$ cat config.mk
export PLATFORM = sky130hd
export DESIGN_NAME = ftrb_ram
export DESIGN_NICKNAME = d
export VERILOG_FILES = /design/src/hw/rtl/ftrb_ram.sv
export SDC_FILE = /design/constraint.sdc
export NUM_CORES = 1
export LEC_CHECK = 0
export BUFFER_PORTS_ARGS = -buffer_cell sky130_fd_sc_hd__buf_2
export CORE_MARGIN = 10
export CORE_UTILIZATION = 44
export CTS_CLUSTER_SIZE = 40
export DETAILED_ROUTE_END_ITERATION = 10
export GPL_ROUTABILITY_DRIVEN = 0
export PLACE_DENSITY = 0.7
export SKIP_LAST_GASP = 1
export SLEW_MARGIN = 20
export SYNTH_ARGS = -nofsm -noshare
export SYNTH_HDL_FRONTEND = slang
export SYNTH_SLANG_ARGS = --single-unit
$ cat constraint.sdc
create_clock -name clk_i -period 3.3 [get_ports clk_i]
set_clock_uncertainty 0.2 [all_clocks]
set_input_delay 0.495 -clock clk_i [delete_from_list [all_inputs] [get_ports clk_i]]
set_output_delay 0.495 -clock clk_i [all_outputs]
set_load 0.01 [all_outputs]
$ cat src/hw/rtl/ftrb_ram.sv
// ----------------------------------------------------------------------------
// ftrb_ram
// Generic single-port RAM, registered read, read data held when not enabled.
// ----------------------------------------------------------------------------
module ftrb_ram #(
  parameter int WIDTH = 8,
  parameter int DEPTH = 32
) (
  input  logic                                   clk_i,
  input  logic                                   en_i,
  input  logic                                   we_i,
  input  logic [(DEPTH > 1 ? $clog2(DEPTH) : 1)-1:0] addr_i,
  input  logic [WIDTH-1:0]                       wdata_i,
  output logic [WIDTH-1:0]                       rdata_o
);

  logic [WIDTH-1:0] mem_q [DEPTH];
  logic [WIDTH-1:0] rdata_q;

  always_ff @(posedge clk_i) begin
    if (en_i) begin
      if (we_i) begin
        mem_q[addr_i] <= wdata_i;
      end else begin
        rdata_q <= mem_q[addr_i];
      end
    end
  end

  assign rdata_o = rdata_q;

endmodule

Yosys cells after proc, flatten, opt, wreduce, memory -nomap -nowiden
Memories as Yosys holds them, arrays and structs flattened. A register that Yosys moved wholly into a read port is not among the register bits.
Index checks and enable logic that the tools add are counted.
{ "totals": {"regBits": 0, "mem_bits_rw": 256, "input_bits": 16, "output_inout_bits": 8, "elab_cells": 6, "memories": 1} }
{ "mem_list": {"columns": ["name", "depth", "word_bits", "read_ports", "rd_ports_with_merged_regs", "wr", "line_no", "text"], "rows": [
  ["mem_q", 32, 8, 1, 1, 1, "17", "logic [WIDTH-1:0] mem_q [DEPTH];"]
]} }
{ "classes": {"muxes": 3, "bitwise": 1, "n_reduce_logical": 1} }
{ "op_table": {"columns": ["operator", "count"], "rows": [
  ["2-to-1 mux 1 bit", 3],
  ["AND reduction 2 bit", 1],
  ["inverter 1 bit", 1]
]} }

Longest topological paths before layout
Gate-level depths: netlist (run 1).
{ "logic_depth": {"ltp_word": 3, "depth_mapped": 7, "mapped_depth_nobuf": 4} }

Worst setup path before layout (run 1)
No wires, ideal clock.
{ "synth_path": {"kind": "input port to flip-flop", "from": "input port addr_i[1] (netlist bit)", "to": "memory mem_q[27][0], enable pin", "setup_time_ns": 0.383, "arrival_time_ns": 1.994, "t_required_ns": 2.717, "path_slack_ns": 0.722, "stages": 5, "n_path_buf": 3, "cell_sequence": "clkbuf_1 -> buf_2 -> buf_2 -> nand4_1 -> nor3_1"} }
{ "synth_rtl": {"columns": ["item", "line_no", "text"], "rows": [
  ["start, declared", "12", "input logic [(DEPTH > 1 ? $clog2(DEPTH) : 1)-1:0] addr_i,"],
  ["end, declared", "17", null]
]} }
No word-level cell before the write port.

==> report_table.html, run 1 <==
<table>
<tr><th>Metric</th><th>Value</th></tr>
<tr><th colspan="2">Placement</th></tr>
<tr><td>Placed wire-length estimate</td><td>13.4 mm</td></tr>
<tr><td>Placement-stage cell area</td><td>10900 sq um</td></tr>
<tr><td>Number of cells in the design after placement</td><td>909</td></tr>
<tr><td>Number of I/O port buffers</td><td>23</td></tr>
<tr><td>Placement-stage worst setup slack</td><td>0.336 ns</td></tr>
<tr><th colspan="2">Clocking</th></tr>
<tr><td>H-Tree Depth</td><td>1</td></tr>
<tr><td>Buffers inserted by post-CTS timing repair</td><td>0</td></tr>
<tr><td>Gates resized, CTS repair</td><td>0</td></tr>
<tr><td>Clock-pin slew of the registers on the worst-case setup and hold paths</td><td>0.06 ns</td></tr>
<tr><td>Clock insertion delay at the later pin of the skew report</td><td>0.52 ns</td></tr>
<tr><td>Maximum count of clock buffers along a single path</td><td>3</td></tr>
<tr><td>Post-CTS Hold Fix Bufs</td><td>0</td></tr>
<tr><td>TritonCTS clock tree</td><td>done</td></tr>
<tr><td>Clock buffers created by TritonCTS</td><td>25</td></tr>
<tr><td>Buffer type at the clock tree root</td><td>sky130_fd_sc_hd__clkbuf_16</td></tr>
<tr><td>Clock tree sinks</td><td>264</td></tr>
<tr><th colspan="2">Setup path</th></tr>
<tr><td>Worst endpoint data arrival time</td><td>2.52 ns</td></tr>
<tr><td>Critical path, cell by cell</td><td>buf_6 -&gt; buf_12 -&gt; mux2i_1 -&gt; o22ai_1 -&gt; nor4_1 -&gt; nand2_1</td></tr>
<tr><td>Worst path required time</td><td>3.36 ns</td></tr>
<tr><td>Element type at the critical path start</td><td>input port</td></tr>
<tr><td>Slowest cell on the critical path</td><td>sky130_fd_sc_hd__buf_6</td></tr>
<tr><td>Critical Setup Path Class</td><td>input port to flip-flop</td></tr>
<tr><td>Largest fanout on the critical path</td><td>69</td></tr>
<tr><td>Worst stage delay on the critical path</td><td>0.57 ns</td></tr>
<tr><td>CP Capture Type</td><td>flip-flop</td></tr>
<tr><td>Reg-to-reg slack, setup</td><td>1.50 ns</td></tr>
<tr><th colspan="2">GRT</th></tr>
<tr><td>Number of global-route vias before repair</td><td>5471</td></tr>
<tr><td>Number of antenna violations at the first check in global routing</td><td>1</td></tr>
<tr><td>Maximum number of pins on one net before global-route repair</td><td>70</td></tr>
<tr><td>Total routing usage reported by global routing</td><td>0.139</td></tr>
<tr><td>Global-route wire length before repair</td><td>32.5 mm</td></tr>
<tr><td>Overflow after GRT</td><td>0</td></tr>
<tr><th colspan="2">Power</th></tr>
<tr><td>Internal Dissipation</td><td>5.45 mW</td></tr>
<tr><td>Reported leakage power</td><td>4.01 nW</td></tr>
<tr><td>Power per Cell Area</td><td>586 nW/um^2</td></tr>
<tr><td>Net Switching</td><td>1.38 mW</td></tr>
<tr><td>Sequential cell fraction of total power</td><td>0.546</td></tr>
<tr><td>Post-layout total power</td><td>6.83 mW</td></tr>
<tr><td>Clock network fraction of total power</td><td>0.411</td></tr>
<tr><td>Sw Share</td><td>0.202</td></tr>
<tr><td>Maximum resistive drop on vdd</td><td>410 uV</td></tr>
<tr><td>Fraction of power consumed by combinational cells</td><td>0.044</td></tr>
<tr><th colspan="2">STA</th></tr>
<tr><td>Shortest period the worst path allows</td><td>2.46 ns</td></tr>
<tr><td>Total negative slack</td><td>0 ns</td></tr>
<tr><td>Least-Margin Pin Slew</td><td>0.878 ns</td></tr>
<tr><td>Minimum hold slack</td><td>0.287 ns</td></tr>
<tr><td>Period utilisation layout</td><td>0.745</td></tr>
<tr><td>Total count of max-transition violations in the final report</td><td>0</td></tr>
<tr><td>Total count of hold-check failures in the final report</td><td>0</td></tr>
<tr><td>Slack of the critical path</td><td>0.843 ns</td></tr>
<tr><td>Setup repair after global routing missed its margin</td><td>no</td></tr>
<tr><td>Final number of setup-violating endpoints</td><td>0</td></tr>
<tr><td>Max Freq</td><td>407 MHz</td></tr>
<tr><td>Slew headroom</td><td>0.413</td></tr>
<tr><th colspan="2">Die</th></tr>
<tr><td>Initial core utilization</td><td>0.450</td></tr>
<tr><td>I/O pin cnt</td><td>24</td></tr>
<tr><td>Overall die width</td><td>173 um</td></tr>
<tr><td>Row count</td><td>55</td></tr>
<tr><td>Core Box Area</td><td>22800 sq um</td></tr>
<tr><td>Die Outline Area</td><td>29900 sq um</td></tr>
<tr><td>Vertical die dimension</td><td>173 um</td></tr>
<tr><th colspan="2">Synthesis</th></tr>
<tr><td>Post-synthesis cell type count</td><td>23</td></tr>
<tr><td>Fraction of the yosys area taken by sequential cells</td><td>0.770</td></tr>
<tr><td>Largest area contributor in the synthesized netlist</td><td>sky130_fd_sc_hd__edfxtp_1</td></tr>
<tr><td>Proportion of register bits with asynchronous set or reset after synthesis</td><td>0</td></tr>
<tr><td>Yosys warning total</td><td>0</td></tr>
<tr><td>Avg Cell Area, Syn</td><td>17.7 sq um</td></tr>
<tr><td>Area contributors post-synth</td><td>sky130_fd_sc_hd__edfxtp_1 77%, sky130_fd_sc_hd__mux2i_1 12%, sky130_fd_sc_hd__o22ai_1 3.9%</td></tr>
<tr><td>Area share of the leading cell type in the synthesized netlist</td><td>0.770</td></tr>
<tr><td>Post-synth EDFFs</td><td>264</td></tr>
<tr><td>Ys flop type</td><td>sky130_fd_sc_hd__edfxtp_1</td></tr>
<tr><td>Number of standard cells after synthesis</td><td>580</td></tr>
<tr><td>Synthesized Nets</td><td>596</td></tr>
<tr><td>Mapped cell area</td><td>10300 sq um</td></tr>
<tr><td>Register bit count reported by yosys</td><td>264</td></tr>
<tr><th colspan="2">Final layout</th></tr>
<tr><td>Design Area, Final</td><td>11700 sq um</td></tr>
<tr><td>Number of standard cells in the final layout excluding fillers</td><td>954</td></tr>
<tr><td>Util after Layout</td><td>0.510</td></tr>
<tr><td>Diodes inserted</td><td>0</td></tr>
<tr><td>Relative area change from synthesis to final layout</td><td>13.3%</td></tr>
<tr><td>Layout cells sized above 1</td><td>0.142</td></tr>
<tr><td>Number of nets at the end of the flow</td><td>639</td></tr>
<tr><th colspan="2">Hold path</th></tr>
<tr><td>Type of the tightest min-delay check</td><td>input port to flip-flop</td></tr>
<tr><th colspan="2">Route</th></tr>
<tr><td>Routed vias</td><td>5379</td></tr>
<tr><td>Detailed-router iteration count before antenna repair</td><td>5</td></tr>
<tr><td>First-iteration detailed-routing DRC count</td><td>511</td></tr>
<tr><td>Uppermost layer routed</td><td>met5</td></tr>
<tr><td>DRC Markers</td><td>0</td></tr>
<tr><td>Length of routed wiring on met1</td><td>8.88 mm</td></tr>
<tr><td>Metal2 WL</td><td>10.3 mm</td></tr>
<tr><td>Final wirelength</td><td>21.3 mm</td></tr>
<tr><td>Drt via density</td><td>5.64</td></tr>
<tr><td>Met3 layer wire length in the routed design</td><td>1.44 mm</td></tr>
<tr><td>Drt wl/cell</td><td>22.3 um</td></tr>
<tr><td>Post-DRT Antenna Nets</td><td>0</td></tr>
<tr><th colspan="2">Run status</th></tr>
<tr><td>Status</td><td>completed</td></tr>
<tr><th colspan="2">Job</th></tr>
<tr><td>Number of maximum-capacitance constraint violations</td><td>0</td></tr>
</table>
-- power by group through the flow --
stage,sequential [mW],combinational (mW),clock (mW)
after floorplan,3.80,0.168,0
after global placement,3.80,0.290,0
after detailed placement,3.80,0.299,0
after CTS,3.73,0.299,2.83
after global routing,3.73,0.324,2.99
final,3.73,0.299,2.81
-- layer usage --
metal	global-route usage	up-vias
li1	-	2426
met5	0	-
met3	0.0253	49
met4	0.0525	2
met2	0.227	210
met1	0.181	2692
-- cell type report --
class / instances / area [sq um]
flip-flops and latches: 264 / 7930
well taps: 313 / 392
fillers: 1866 / 11200
clock buffers: 31 / 648
clock inverters: 14 / 148
repair buffers: 51 / 344
multi-input cells: 281 / 2190
-- placed cells by master (no fill, tap or decap), drive strengths merged --
cell type,instances
buf,51
bufinv,3
clkbuf,31
clkinv,9
clkinvlp,1
edfxtp,264
inv,1
mux2i,128
nand2,13
nand3,1
nand3b,2
nand4,2
nand4b,4
nand4bb,5
nor2,31
nor2b,1
nor3,4
nor4,16
o22ai,64
or3,2
or3b,2
or4,1
or4b,4
or4bb,1
-- sequential cells by signal, indices dropped and copies added (netlist names) --
register and count:
mem_q 256, rdata_o 8
-- synth_stat cells (all sizes together), types with 4 or more instances --
| cell type | number |
|---|---|
| nor2 | 31 |
| buf | 26 |
| o22ai | 64 |
| nand4bb | 5 |
| clkbuf | 9 |
| or4b | 4 |
| nand2 | 13 |
| edfxtp | 264 |
| nand4b | 4 |
| nor3 | 4 |
| nor4 | 16 |
| mux2i | 128 |
-- critical path, delay by kind of cell --
| family | cells | cell delay [ns] |
|---|---|---|
| AOI/OAI and AO/OA | 1 | 0.14 |
| buffers and inverters | 2 | 0.93 |
| and+or+nand+nor | 2 | 0.49 |
| muxes | 1 | 0.32 |
-- path summary, 6_finish.rpt --
kind | to | from | depth (start not counted)
hold / removal | rdata_o[7] | we_i | 2
setup reg to reg | rdata_o[6] | mem_q[31][6] | 5
setup / recovery | rdata_o[7] | addr_i[1] | 6
hold reg to reg | rdata_o[4] | mem_q[6][4] | 4
-- cell families after synthesis --
logic type	share of synthesized area
compound gates	0.0389
buf+inv	0.0168
flops	0.770
mux	0.125
simple gates	0.0494
No activity file was read; power rests on OpenSTA's default activity.
==> run 2, diff against run 1 <==
--- a/config.mk
+++ b/config.mk
@@ -5,6 +5,7 @@
 export SDC_FILE = /design/constraint.sdc
 export NUM_CORES = 1
 export LEC_CHECK = 0
+export ABC_AREA = 1
 export BUFFER_PORTS_ARGS = -buffer_cell sky130_fd_sc_hd__buf_2
 export CORE_MARGIN = 10
 export CORE_UTILIZATION = 44
==> constraint.sdc (replaced) <==
create_clock -name clk_i -period 2.33 [get_ports clk_i]
set_clock_uncertainty 0.2 [all_clocks]
set_input_delay 0.3495 -clock clk_i [delete_from_list [all_inputs] [get_ports clk_i]]
set_output_delay 0.3495 -clock clk_i [all_outputs]
set_load 0.01 [all_outputs]
==> run 2 against run 1 <==
- first-iteration DRC count is 32% higher
- flip-flop and latch count stayed put
- via count is 34% higher
- sequential share of layout area is 5.3 points lower
- register-to-register slack worse by 0.69 ns
- total power is 46% higher
- critical path depth is 1 lower
- sequential power is 42% higher
- routed wire length is 17% higher
- die area is 6.8% higher
- critical path type unchanged
- largest cell class unchanged
==> report_table.html, run 2 <==
<table>
<tr><th>Metric</th><th>Value</th></tr>
<tr><th colspan="2">Run status</th></tr>
<tr><td>Status</td><td>completed (unchanged)</td></tr>
<tr><th colspan="2">Hold path</th></tr>
<tr><td>Hold Crit Depth</td><td>3 (was 2)</td></tr>
<tr><td>Type of the tightest min-delay check</td><td>input port to flip-flop (unchanged)</td></tr>
<tr><td>Hold Startpoint</td><td>we_i (unchanged)</td></tr>
<tr><td>Hold-critical path endpoint</td><td>rdata_o[6] (was rdata_o[7])</td></tr>
<tr><th colspan="2">STA</th></tr>
<tr><td>Total count of hold-check failures in the final report</td><td>0 (unchanged)</td></tr>
<tr><td>Shortest period the worst path allows</td><td>1.72 ns</td></tr>
<tr><td>Total count of max-transition violations in the final report</td><td>0 (unchanged)</td></tr>
<tr><td>Total negative slack</td><td>0 ns (unchanged)</td></tr>
<tr><td>Max Freq</td><td>582 MHz</td></tr>
<tr><td>Least-Margin Pin Slew</td><td>0.777 ns (was 0.878 ns)</td></tr>
<tr><td>Final number of setup-violating endpoints</td><td>0 (unchanged)</td></tr>
<tr><td>Slew headroom</td><td>0.482 (was 0.413)</td></tr>
<tr><td>Setup repair after global routing missed its margin</td><td>no (unchanged)</td></tr>
<tr><td>Period utilisation layout</td><td>0.737</td></tr>
<tr><th colspan="2">Final layout</th></tr>
<tr><td>Most flops, register</td><td>mem_q (unchanged)</td></tr>
<tr><td>Filler Cells Inserted</td><td>2167 (was 1866)</td></tr>
<tr><td>Commonest non-fill, non-tap cells in the layout</td><td>681 x sky130_fd_sc_hd__nand2_1, 264 x sky130_fd_sc_hd__edfxtp_1, 52 x sky130_fd_sc_hd__buf_4, 49 x sky130_fd_sc_hd__nor2_1, 27 x sky130_fd_sc_hd__clkbuf_16 (was 264 x sky130_fd_sc_hd__edfxtp_1, 128 x sky130_fd_sc_hd__mux2i_1, 64 x sky130_fd_sc_hd__o22ai_1, 31 x sky130_fd_sc_hd__nor2_1, 27 x sky130_fd_sc_hd__buf_4)</td></tr>
<tr><td>Largest register FFs</td><td>256 (unchanged)</td></tr>
<tr><td>Design Area, Final</td><td>12600 sq um (was 11700 sq um)</td></tr>
<tr><td>Area of combinational cells with multiple inputs</td><td>2840 sq um (was 2190 sq um)</td></tr>
<tr><td>Diodes inserted</td><td>0 (unchanged)</td></tr>
<tr><td>Combined flip-flop and latch cell area</td><td>7930 sq um (unchanged)</td></tr>
<tr><td>Number of nets at the end of the flow</td><td>1143 (was 639)</td></tr>
<tr><td>Most frequent standard cell in the layout excluding fill and tap cells</td><td>sky130_fd_sc_hd__nand2_1 (was sky130_fd_sc_hd__edfxtp_1)</td></tr>
<tr><td>Relative area change from synthesis to final layout</td><td>14.1% (was 13.3%)</td></tr>
<tr><td>Layout cells sized above 1</td><td>0.113 (was 0.142)</td></tr>
<tr><th colspan="2">Setup path</th></tr>
<tr><td>Depth of the most critical reg-to-reg path</td><td>8 (was 5)</td></tr>
<tr><td>Critical Setup Path Class</td><td>input port to flip-flop (unchanged)</td></tr>
<tr><td>Buffers plus inverters on the worst setup path</td><td>3 (was 2)</td></tr>
<tr><td>Critical path, cell by cell</td><td>buf_4 -&gt; buf_12 -&gt; nand3_1 -&gt; nor2_1 -&gt; buf_4 (was buf_6 -&gt; buf_12 -&gt; mux2i_1 -&gt; o22ai_1 -&gt; nor4_1 -&gt; nand2_1)</td></tr>
<tr><td>Crit Reg-Reg Startpoint</td><td>mem_q[15][0] (was mem_q[31][6])</td></tr>
<tr><td>Worst stage delay on the critical path</td><td>0.53 ns (was 0.57 ns)</td></tr>
<tr><td>Worst path required time</td><td>2.37 ns (was 3.36 ns)</td></tr>
<tr><td>Element type at the critical path start</td><td>input port (unchanged)</td></tr>
<tr><td>R2r endpoint</td><td>rdata_o[0] (was rdata_o[6])</td></tr>
<tr><td>Worst endpoint data arrival time</td><td>1.76 ns (was 2.52 ns)</td></tr>
<tr><td>Gate family responsible for the most delay along the worst path</td><td>simple AND/OR/NAND/NOR gates (was buffers and inverters)</td></tr>
<tr><td>Slowest cell on the critical path</td><td>sky130_fd_sc_hd__nand3_1 (was sky130_fd_sc_hd__buf_6)</td></tr>
<tr><td>Critical path's most frequent cell</td><td>sky130_fd_sc_hd__buf_4</td></tr>
<tr><td>Largest fanout on the critical path</td><td>60 (was 69)</td></tr>
<tr><td>CP Capture Type</td><td>flip-flop (unchanged)</td></tr>
<tr><td>Reg-to-reg slack, setup</td><td>0.81 ns (was 1.50 ns)</td></tr>
<tr><th colspan="2">Route</th></tr>
<tr><td>Drt wl/cell</td><td>16.9 um (was 22.3 um)</td></tr>
<tr><td>Final wirelength</td><td>24.9 mm (was 21.3 mm)</td></tr>
<tr><td>First-iteration detailed-routing DRC count</td><td>674 (was 511)</td></tr>
<tr><td>Routed vias</td><td>7213 (was 5379)</td></tr>
<tr><td>Detailed-router iteration count before antenna repair</td><td>5 (unchanged)</td></tr>
<tr><td>Post-DRT Antenna Nets</td><td>0 (unchanged)</td></tr>
<tr><td>Drt via density</td><td>4.89 (was 5.64)</td></tr>
<tr><td>DRC Markers</td><td>0 (unchanged)</td></tr>
<tr><th colspan="2">Placement</th></tr>
<tr><td>Placed wire-length estimate</td><td>15.1 mm (was 13.4 mm)</td></tr>
<tr><td>Placement-stage cell area</td><td>11800 sq um (was 10900 sq um)</td></tr>
<tr><td>Number of I/O port buffers</td><td>23 (unchanged)</td></tr>
<tr><th colspan="2">Power</th></tr>
<tr><td>Clock network fraction of total power</td><td>0.414 (was 0.411)</td></tr>
<tr><td>Net Switching</td><td>2.11 mW (was 1.38 mW)</td></tr>
<tr><td>Sequential cell fraction of total power</td><td>0.529 (was 0.546)</td></tr>
<tr><td>Fraction of power consumed by combinational cells</td><td>0.057 (was 0.044)</td></tr>
<tr><td>Power per Cell Area</td><td>789 nW/um^2 (was 586 nW/um^2)</td></tr>
<tr><td>Maximum resistive drop on vdd</td><td>414 uV (was 410 uV)</td></tr>
<tr><td>Sw Share</td><td>0.212 (was 0.202)</td></tr>
<tr><td>Reported leakage power</td><td>5.28 nW (was 4.01 nW)</td></tr>
<tr><td>Internal Dissipation</td><td>7.87 mW (was 5.45 mW)</td></tr>
<tr><th colspan="2">Synthesis</th></tr>
<tr><td>Top cells by instance count after synthesis</td><td>681 x sky130_fd_sc_hd__nand2_1, 264 x sky130_fd_sc_hd__edfxtp_1, 49 x sky130_fd_sc_hd__nor2_1, 23 x sky130_fd_sc_hd__buf_2, 14 x sky130_fd_sc_hd__buf_4 (was 264 x sky130_fd_sc_hd__edfxtp_1, 128 x sky130_fd_sc_hd__mux2i_1, 64 x sky130_fd_sc_hd__o22ai_1, 31 x sky130_fd_sc_hd__nor2_1, 21 x sky130_fd_sc_hd__buf_2)</td></tr>
<tr><td>Proportion of register bits with asynchronous set or reset after synthesis</td><td>0 (unchanged)</td></tr>
<tr><td>Most frequent cell after synthesis</td><td>sky130_fd_sc_hd__nand2_1 (was sky130_fd_sc_hd__edfxtp_1)</td></tr>
<tr><td>Post-synth EDFFs</td><td>264 (unchanged)</td></tr>
<tr><td>Register bit count reported by yosys</td><td>264 (unchanged)</td></tr>
<tr><td>Post-synthesis cell type count</td><td>11 (was 23)</td></tr>
<tr><td>Mapped cell area</td><td>11100 sq um (was 10300 sq um)</td></tr>
<tr><td>Synthesized Nets</td><td>1083 (was 596)</td></tr>
<tr><td>Number of standard cells after synthesis</td><td>1067 (was 580)</td></tr>
<tr><td>Area contributors post-synth</td><td>sky130_fd_sc_hd__edfxtp_1 72%, sky130_fd_sc_hd__nand2_1 23%, sky130_fd_sc_hd__nor2_1 1.7% (was sky130_fd_sc_hd__edfxtp_1 77%, sky130_fd_sc_hd__mux2i_1 12%, sky130_fd_sc_hd__o22ai_1 3.9%)</td></tr>
<tr><td>Area share of the leading cell type in the synthesized netlist</td><td>0.715 (was 0.770)</td></tr>
<tr><td>Avg Cell Area, Syn</td><td>10.4 sq um (was 17.7 sq um)</td></tr>
<tr><td>Ys flop type</td><td>sky130_fd_sc_hd__edfxtp_1 (unchanged)</td></tr>
<tr><td>Fraction of the yosys area taken by sequential cells</td><td>0.715 (was 0.770)</td></tr>
<tr><td>Largest area contributor in the synthesized netlist</td><td>sky130_fd_sc_hd__edfxtp_1 (unchanged)</td></tr>
<tr><td>Yosys warning total</td><td>0 (unchanged)</td></tr>
<tr><th colspan="2">Clocking</th></tr>
<tr><td>Buffers inserted by post-CTS timing repair</td><td>0 (unchanged)</td></tr>
<tr><td>Clock insertion delay at the later pin of the skew report</td><td>0.53 ns (was 0.52 ns)</td></tr>
<tr><td>TritonCTS clock tree</td><td>done (unchanged)</td></tr>
<tr><td>Clock-pin slew of the registers on the worst-case setup and hold paths</td><td>0.06 ns (about the same)</td></tr>
<tr><td>Maximum count of clock buffers along a single path</td><td>3 (unchanged)</td></tr>
<tr><td>Gates resized, CTS repair</td><td>0 (unchanged)</td></tr>
<tr><td>Post-CTS Hold Fix Bufs</td><td>0 (unchanged)</td></tr>
<tr><td>Clock tree sinks</td><td>264 (unchanged)</td></tr>
<tr><td>Buffer type at the clock tree root</td><td>sky130_fd_sc_hd__clkbuf_16 (unchanged)</td></tr>
<tr><td>H-Tree Depth</td><td>1 (unchanged)</td></tr>
<tr><td>Clock buffers created by TritonCTS</td><td>27 (was 25)</td></tr>
<tr><th colspan="2">Die</th></tr>
<tr><td>Row count</td><td>58 (was 55)</td></tr>
<tr><td>Vertical die dimension</td><td>179 um (was 173 um)</td></tr>
<tr><td>Die Outline Area</td><td>31900 sq um (was 29900 sq um)</td></tr>
<tr><td>Initial core utilization</td><td>0.444 (was 0.450)</td></tr>
<tr><td>Overall die width</td><td>179 um (was 173 um)</td></tr>
<tr><td>I/O pin cnt</td><td>24 (unchanged)</td></tr>
<tr><td>Core Box Area</td><td>25000 sq um (was 22800 sq um)</td></tr>
<tr><th colspan="2">Job</th></tr>
<tr><td>Number of maximum-capacitance constraint violations</td><td>0 (unchanged)</td></tr>
<tr><th colspan="2">GRT</th></tr>
<tr><td>Total routing usage reported by global routing</td><td>0.157 (was 0.139)</td></tr>
<tr><td>Maximum number of pins on one net before global-route repair</td><td>61 (was 70)</td></tr>
<tr><td>Overflow after GRT</td><td>0 (unchanged)</td></tr>
<tr><td>Global-route wire length before repair</td><td>39.0 mm (was 32.5 mm)</td></tr>
<tr><td>Number of antenna violations at the first check in global routing</td><td>0 (was 1)</td></tr>
<tr><td>Number of global-route vias before repair</td><td>7122 (was 5471)</td></tr>
</table>
-- run 2: cell types whose count changed after synthesis, sizes merged, moves of 3 or more --
cell | before | now
buf | 26 | 38
inv | 0 | 15
mux2i | 128 | 0
nand2 | 13 | 681
nand3 | 1 | 4
nand4b | 4 | 0
nand4bb | 5 | 0
nor2 | 31 | 49
nor3 | 4 | 8
nor4 | 16 | 0
o22ai | 64 | 0
or4b | 4 | 0
-- run 2: worst max path at each step --
stage / start / end / slack, ns / cells past startpoint
4_1_cts: rdata_o[0] / rdata_o[0] / 0.61 / 1
3_3_place_gp: addr_i[0] / mem_q[17][3] / 0.1 / 5
3_5_place_dp: addr_i[0] / mem_q[25][0] / 0.1 / 5
6_report: addr_i[0] / mem_q[17][0] / 0.61 / 5
5_1_grt: rdata_o[0] / rdata_o[0] / 0.57 / 1
2_1_floorplan: addr_i[2] / mem_q[28][0] / 0.32 / 5
-- run 2: power by group through the flow --
stage | Clock [mW] | Combinational [mW] | Sequential, mW
after floorplan | 0 | 0.331 | 5.38
after global placement | 0 | 0.556 | 5.38
after detailed placement | 0 | 0.565 | 5.38
after CTS | 4.20 | 0.568 | 5.28
final | 4.13 | 0.565 | 5.28
after global routing | 4.41 | 0.636 | 5.28
-- run 2: routing by layer --
metal / vias to the layer above / track usage / wire length (um)
li1: 3567 / - / -
met3: 43 / 0.0272 / 1710
met4: 0 / 0.0458 / 577
met5: - / 0 / 0
met2: 241 / 0.246 / 11500
met1: 3362 / 0.222 / 11200
-- run 2: area by class of cell --
class	instances	area share
clock buffer	33	0.0552
clock inverter	14	0.0117
inverter	15	0.00465
multi-input combinational	742	0.225
sequential	264	0.627
tap	330	0.0327
timing repair buffer	77	0.0443
-- run 2: stage by stage --
stage / power [mW] / setup WS, ns / std cells / hold WS, ns / utilization
after floorplan: 5.71 / 0.318 / 1067 / 0.248 / -
after global placement: 5.94 / 0.0983 / 1428 / 0.574 / 0.473
after detailed placement: 5.95 / 0.0992 / 1428 / 0.585 / 0.473
after CTS: 10.1 / 0.606 / 1475 / 0.0790 / 0.507
after global routing: 10.3 / 0.573 / 1475 / 0.0907 / 0.507
final: 9.98 / 0.612 / 1475 / 0.102 / 0.507
-- run 2: cells by family (layout without fill, tap and decap cells) --
group,count (synthesis),after routing,share of synthesized area
flip-flops,264,264,0.715
AND/OR/NAND/NOR,742,742,0.256
buffers and inverters,61,139,0.0287
-- run 2: worst min-delay path: stages --
cell and delay (ns):
sky130_fd_sc_hd__buf_2 0.08, sky130_fd_sc_hd__nor2_1 0.04, sky130_fd_sc_hd__buf_4 0.17
==> run 3, diff against run 2 <==
--- a/config.mk
+++ b/config.mk
@@ -5,7 +5,7 @@
 export SDC_FILE = /design/constraint.sdc
 export NUM_CORES = 1
 export LEC_CHECK = 0
-export ABC_AREA = 1
+export ABC_AREA = 0
 export BUFFER_PORTS_ARGS = -buffer_cell sky130_fd_sc_hd__buf_2
 export CORE_MARGIN = 10
 export CORE_UTILIZATION = 44
==> constraint.sdc (replaced) <==
create_clock -name clk_i -period 1.6 [get_ports clk_i]
set_clock_uncertainty 0.2 [all_clocks]
set_input_delay 0.24 -clock clk_i [delete_from_list [all_inputs] [get_ports clk_i]]
set_output_delay 0.24 -clock clk_i [all_outputs]
set_load 0.01 [all_outputs]
==> run 3 against run 2 <==
- the run now ends with negative setup slack left
- final area up 3.4%
- die area down 6.4%
- cell count down 31%
- core utilization up 6.6 points
- clock power up 56%
- register-to-register slack worse by 1.0 ns
- largest cell class unchanged
==> report_table.html, run 3 (same netlist as run 1, synthesis figures left out) <==
<table>
<tr><th>Metric</th><th>Value</th></tr>
<tr><th colspan="2">Run status</th></tr>
<tr><td>Status</td><td>finished with violations (was completed)</td></tr>
<tr><td>Failing checks</td><td>negative setup slack</td></tr>
<tr><th colspan="2">GRT</th></tr>
<tr><td>Global-route wire length before repair</td><td>36.7 mm (was 39.0 mm)</td></tr>
<tr><td>Number of global-route vias before repair</td><td>5910 (was 7122)</td></tr>
<tr><td>Total routing usage reported by global routing</td><td>0.159 (was 0.157)</td></tr>
<tr><td>Maximum number of pins on one net before global-route repair</td><td>33 (was 61)</td></tr>
<tr><td>Overflow after GRT</td><td>0 (unchanged)</td></tr>
<tr><td>Number of antenna violations at the first check in global routing</td><td>2 (was 0)</td></tr>
<tr><th colspan="2">Final layout</th></tr>
<tr><td>Layout cells sized above 1</td><td>0.320 (was 0.113)</td></tr>
<tr><td>Largest register FFs</td><td>256 (unchanged)</td></tr>
<tr><td>Commonest non-fill, non-tap cells in the layout</td><td>264 x sky130_fd_sc_hd__edfxtp_1, 117 x sky130_fd_sc_hd__mux2i_1, 65 x sky130_fd_sc_hd__buf_4, 48 x sky130_fd_sc_hd__o22ai_1, 27 x sky130_fd_sc_hd__clkbuf_16 (was 681 x sky130_fd_sc_hd__nand2_1, 264 x sky130_fd_sc_hd__edfxtp_1, 52 x sky130_fd_sc_hd__buf_4, 49 x sky130_fd_sc_hd__nor2_1, 27 x sky130_fd_sc_hd__clkbuf_16)</td></tr>
<tr><td>Most frequent standard cell in the layout excluding fill and tap cells</td><td>sky130_fd_sc_hd__edfxtp_1 (was sky130_fd_sc_hd__nand2_1)</td></tr>
<tr><td>Number of nets at the end of the flow</td><td>706 (was 1143)</td></tr>
<tr><td>Filler Cells Inserted</td><td>1702 (was 2167)</td></tr>
<tr><td>Relative area change from synthesis to final layout</td><td>27.0% (was 14.1%)</td></tr>
<tr><td>Most flops, register</td><td>mem_q (unchanged)</td></tr>
<tr><th colspan="2">Placement</th></tr>
<tr><td>Placement-stage worst setup slack</td><td>-0.934 ns (was 0.0992 ns)</td></tr>
<tr><td>Number of I/O port buffers</td><td>23 (unchanged)</td></tr>
<tr><td>Placed wire-length estimate</td><td>15.8 mm (was 15.1 mm)</td></tr>
<tr><th colspan="2">Route</th></tr>
<tr><td>Routed vias</td><td>5713 (was 7213)</td></tr>
<tr><td>Drt wl/cell</td><td>24.0 um (was 16.9 um)</td></tr>
<tr><td>Drt via density</td><td>5.57 (was 4.89)</td></tr>
<tr><td>First-iteration detailed-routing DRC count</td><td>555 (was 674)</td></tr>
<tr><td>Post-DRT Antenna Nets</td><td>0 (unchanged)</td></tr>
<tr><td>Detailed-router iteration count before antenna repair</td><td>5 (unchanged)</td></tr>
<tr><td>DRC Markers</td><td>0 (unchanged)</td></tr>
<tr><td>Final wirelength</td><td>24.6 mm (was 24.9 mm)</td></tr>
<tr><th colspan="2">Clocking</th></tr>
<tr><td>TritonCTS clock tree</td><td>done (unchanged)</td></tr>
<tr><td>H-Tree Depth</td><td>1 (unchanged)</td></tr>
<tr><td>Maximum count of clock buffers along a single path</td><td>3 (unchanged)</td></tr>
<tr><td>Clock-pin slew of the registers on the worst-case setup and hold paths</td><td>0.06 ns (about the same)</td></tr>
<tr><td>Buffer type at the clock tree root</td><td>sky130_fd_sc_hd__clkbuf_16 (unchanged)</td></tr>
<tr><td>Clock insertion delay at the later pin of the skew report</td><td>0.53 ns (about the same)</td></tr>
<tr><td>Clock tree sinks</td><td>264 (unchanged)</td></tr>
<tr><td>Clock buffers created by TritonCTS</td><td>27 (unchanged)</td></tr>
<tr><td>Buffers inserted by post-CTS timing repair</td><td>0 (unchanged)</td></tr>
<tr><th colspan="2">Setup path</th></tr>
<tr><td>Element type at the critical path start</td><td>flip-flop (was input port)</td></tr>
<tr><td>CP Capture Type</td><td>flip-flop (unchanged)</td></tr>
<tr><td>Critical path, cell by cell</td><td>mux2i_2 -&gt; o22ai_2 -&gt; nor4_2 -&gt; buf_4 -&gt; nand2_2 (was buf_4 -&gt; buf_12 -&gt; nand3_1 -&gt; nor2_1 -&gt; buf_4)</td></tr>
<tr><td>Slowest cell on the critical path</td><td>sky130_fd_sc_hd__edfxtp_1 (was sky130_fd_sc_hd__nand3_1)</td></tr>
<tr><td>Critical Setup Path Class</td><td>flip-flop to flip-flop (was input port to flip-flop)</td></tr>
<tr><td>Largest fanout on the critical path</td><td>1 (was 60)</td></tr>
<tr><td>Worst endpoint data arrival time</td><td>1.85 ns (was 1.76 ns)</td></tr>
<tr><td>Worst path required time</td><td>1.65 ns (was 2.37 ns)</td></tr>
<tr><td>Worst stage delay on the critical path</td><td>0.39 ns (was 0.53 ns)</td></tr>
<tr><th colspan="2">Hold path</th></tr>
<tr><td>Type of the tightest min-delay check</td><td>input port to flip-flop (unchanged)</td></tr>
<tr><th colspan="2">Die</th></tr>
<tr><td>I/O pin cnt</td><td>24 (unchanged)</td></tr>
<tr><td>Initial core utilization</td><td>0.450 (was 0.444)</td></tr>
<tr><td>Core Box Area</td><td>22800 sq um (was 25000 sq um)</td></tr>
<tr><td>Row count</td><td>55 (was 58)</td></tr>
<tr><td>Overall die width</td><td>173 um (was 179 um)</td></tr>
<tr><td>Die Outline Area</td><td>29900 sq um (was 31900 sq um)</td></tr>
<tr><td>Vertical die dimension</td><td>173 um (was 179 um)</td></tr>
<tr><th colspan="2">STA</th></tr>
<tr><td>Final number of setup-violating endpoints</td><td>9 (was 0)</td></tr>
<tr><td>Minimum hold slack</td><td>0.100 ns (was 0.102 ns)</td></tr>
<tr><td>Setup repair after global routing missed its margin</td><td>yes (was no)</td></tr>
<tr><td>Shortest period the worst path allows</td><td>1.80 ns</td></tr>
<tr><td>Least-Margin Pin Slew</td><td>0.659 ns (was 0.777 ns)</td></tr>
<tr><td>Total count of max-transition violations in the final report</td><td>0 (unchanged)</td></tr>
<tr><td>Period utilisation layout</td><td>1.13</td></tr>
<tr><td>Max Freq</td><td>556 MHz</td></tr>
<tr><td>Slew headroom</td><td>0.560 (was 0.482)</td></tr>
<tr><td>Slack of the critical path</td><td>-0.200 ns (was 0.612 ns)</td></tr>
<tr><td>Total count of hold-check failures in the final report</td><td>0 (unchanged)</td></tr>
<tr><th colspan="2">Power</th></tr>
<tr><td>Reported leakage power</td><td>4.52 nW (was 5.28 nW)</td></tr>
<tr><td>Maximum resistive drop on vdd</td><td>1060 uV (was 414 uV)</td></tr>
<tr><td>Power per Cell Area</td><td>1150 nW/um^2 (was 789 nW/um^2)</td></tr>
<tr><th colspan="2">Job</th></tr>
<tr><td>Number of maximum-capacitance constraint violations</td><td>0 (unchanged)</td></tr>
</table>
## run 3: cell count changes in the layout (fill, tap and decap cells not counted), sizes merged, moves of 4 or more
cell	previous run	this run
nand4b	0	4
mux2i	0	128
nor3	8	4
nand2	681	13
nor4	0	16
buf	77	109
inv	17	1
o22ai	0	64
nor2	49	31
nand4bb	0	5
or4b	0	4
dlygate4sd3	0	7
## run 3: path summary, 6_finish.rpt
path | startpoint | endpoint | slack (ns) | cells past startpoint
worst max-delay path | mem_q[14][4] | rdata_o[4] | -0.20 | 5
worst min-delay path | wdata_i[7] | mem_q[15][7] | 0.10 | 1
worst max register to register | mem_q[14][4] | rdata_o[4] | -0.20 | 5
worst min register to register | mem_q[15][6] | rdata_o[6] | 0.59 | 4
## run 3: cell type report
class / count / area (sq um) / share of cell area
diodes: 2 / 5.00 / 0.000383
well taps: 313 / 392 / 0.0300
clock buffers: 33 / 698 / 0.0534
multi-input cells: 281 / 2690 / 0.206
flip-flops and latches: 264 / 7930 / 0.607
repair buffers: 116 / 1140 / 0.0869
clock inverters: 16 / 219 / 0.0168
## run 3: timing repair
item                                    CTS  global route
endpoints found under the setup margin   12            14
gates resized for setup                  28            25
pin swaps                                11            14
hold buffers                              7             0
hold endpoints to repair                204             0
## run 3: routing by layer
metal  part of all wire  up-vias  global-route usage
met5                  0        -                   0
met2               0.50      212               0.265
li1                   -     2575                   -
met3              0.068       38              0.0344
met4              0.022        0              0.0514
met1               0.41     2888               0.202
## run 3: report_power, final
| part | internal, mW | total [mW] | switching, mW |
|---|---|---|---|
| combinational | 0.398 | 0.918 | 0.520 |
| sequential | 7.67 | 7.70 | 0.0255 |
| clock | 3.92 | 6.46 | 2.54 |
| total | 12.0 | 15.1 | 3.08 |
## run 3: critical path, delay by kind of cell, from the launching register on
family | cells | cell delay (ns)
and+or+nand+nor | 2 | 0.39
DFF | 1 | 0.39
muxes | 1 | 0.23
buffers and inverters | 1 | 0.19
AOI/OAI and AO/OA | 1 | 0.13
## run 3: per-stage QoR
step / instance area (sq um) / setup TNS, ns / total power, mW / util / std cells
after global routing: 13100 / -1.13 / 15.5 / 0.572 / 1024
after floorplan: 10600 / -52.73 / 8.24 / - / 580
after detailed placement: 11800 / -86.09 / 8.68 / 0.516 / 970
after global placement: 11800 / -79.53 / 8.66 / 0.516 / 970
final: 13100 / -0.722 / 15.1 / 0.572 / 1025
after CTS: 12900 / -0.618 / 15.1 / 0.566 / 1023
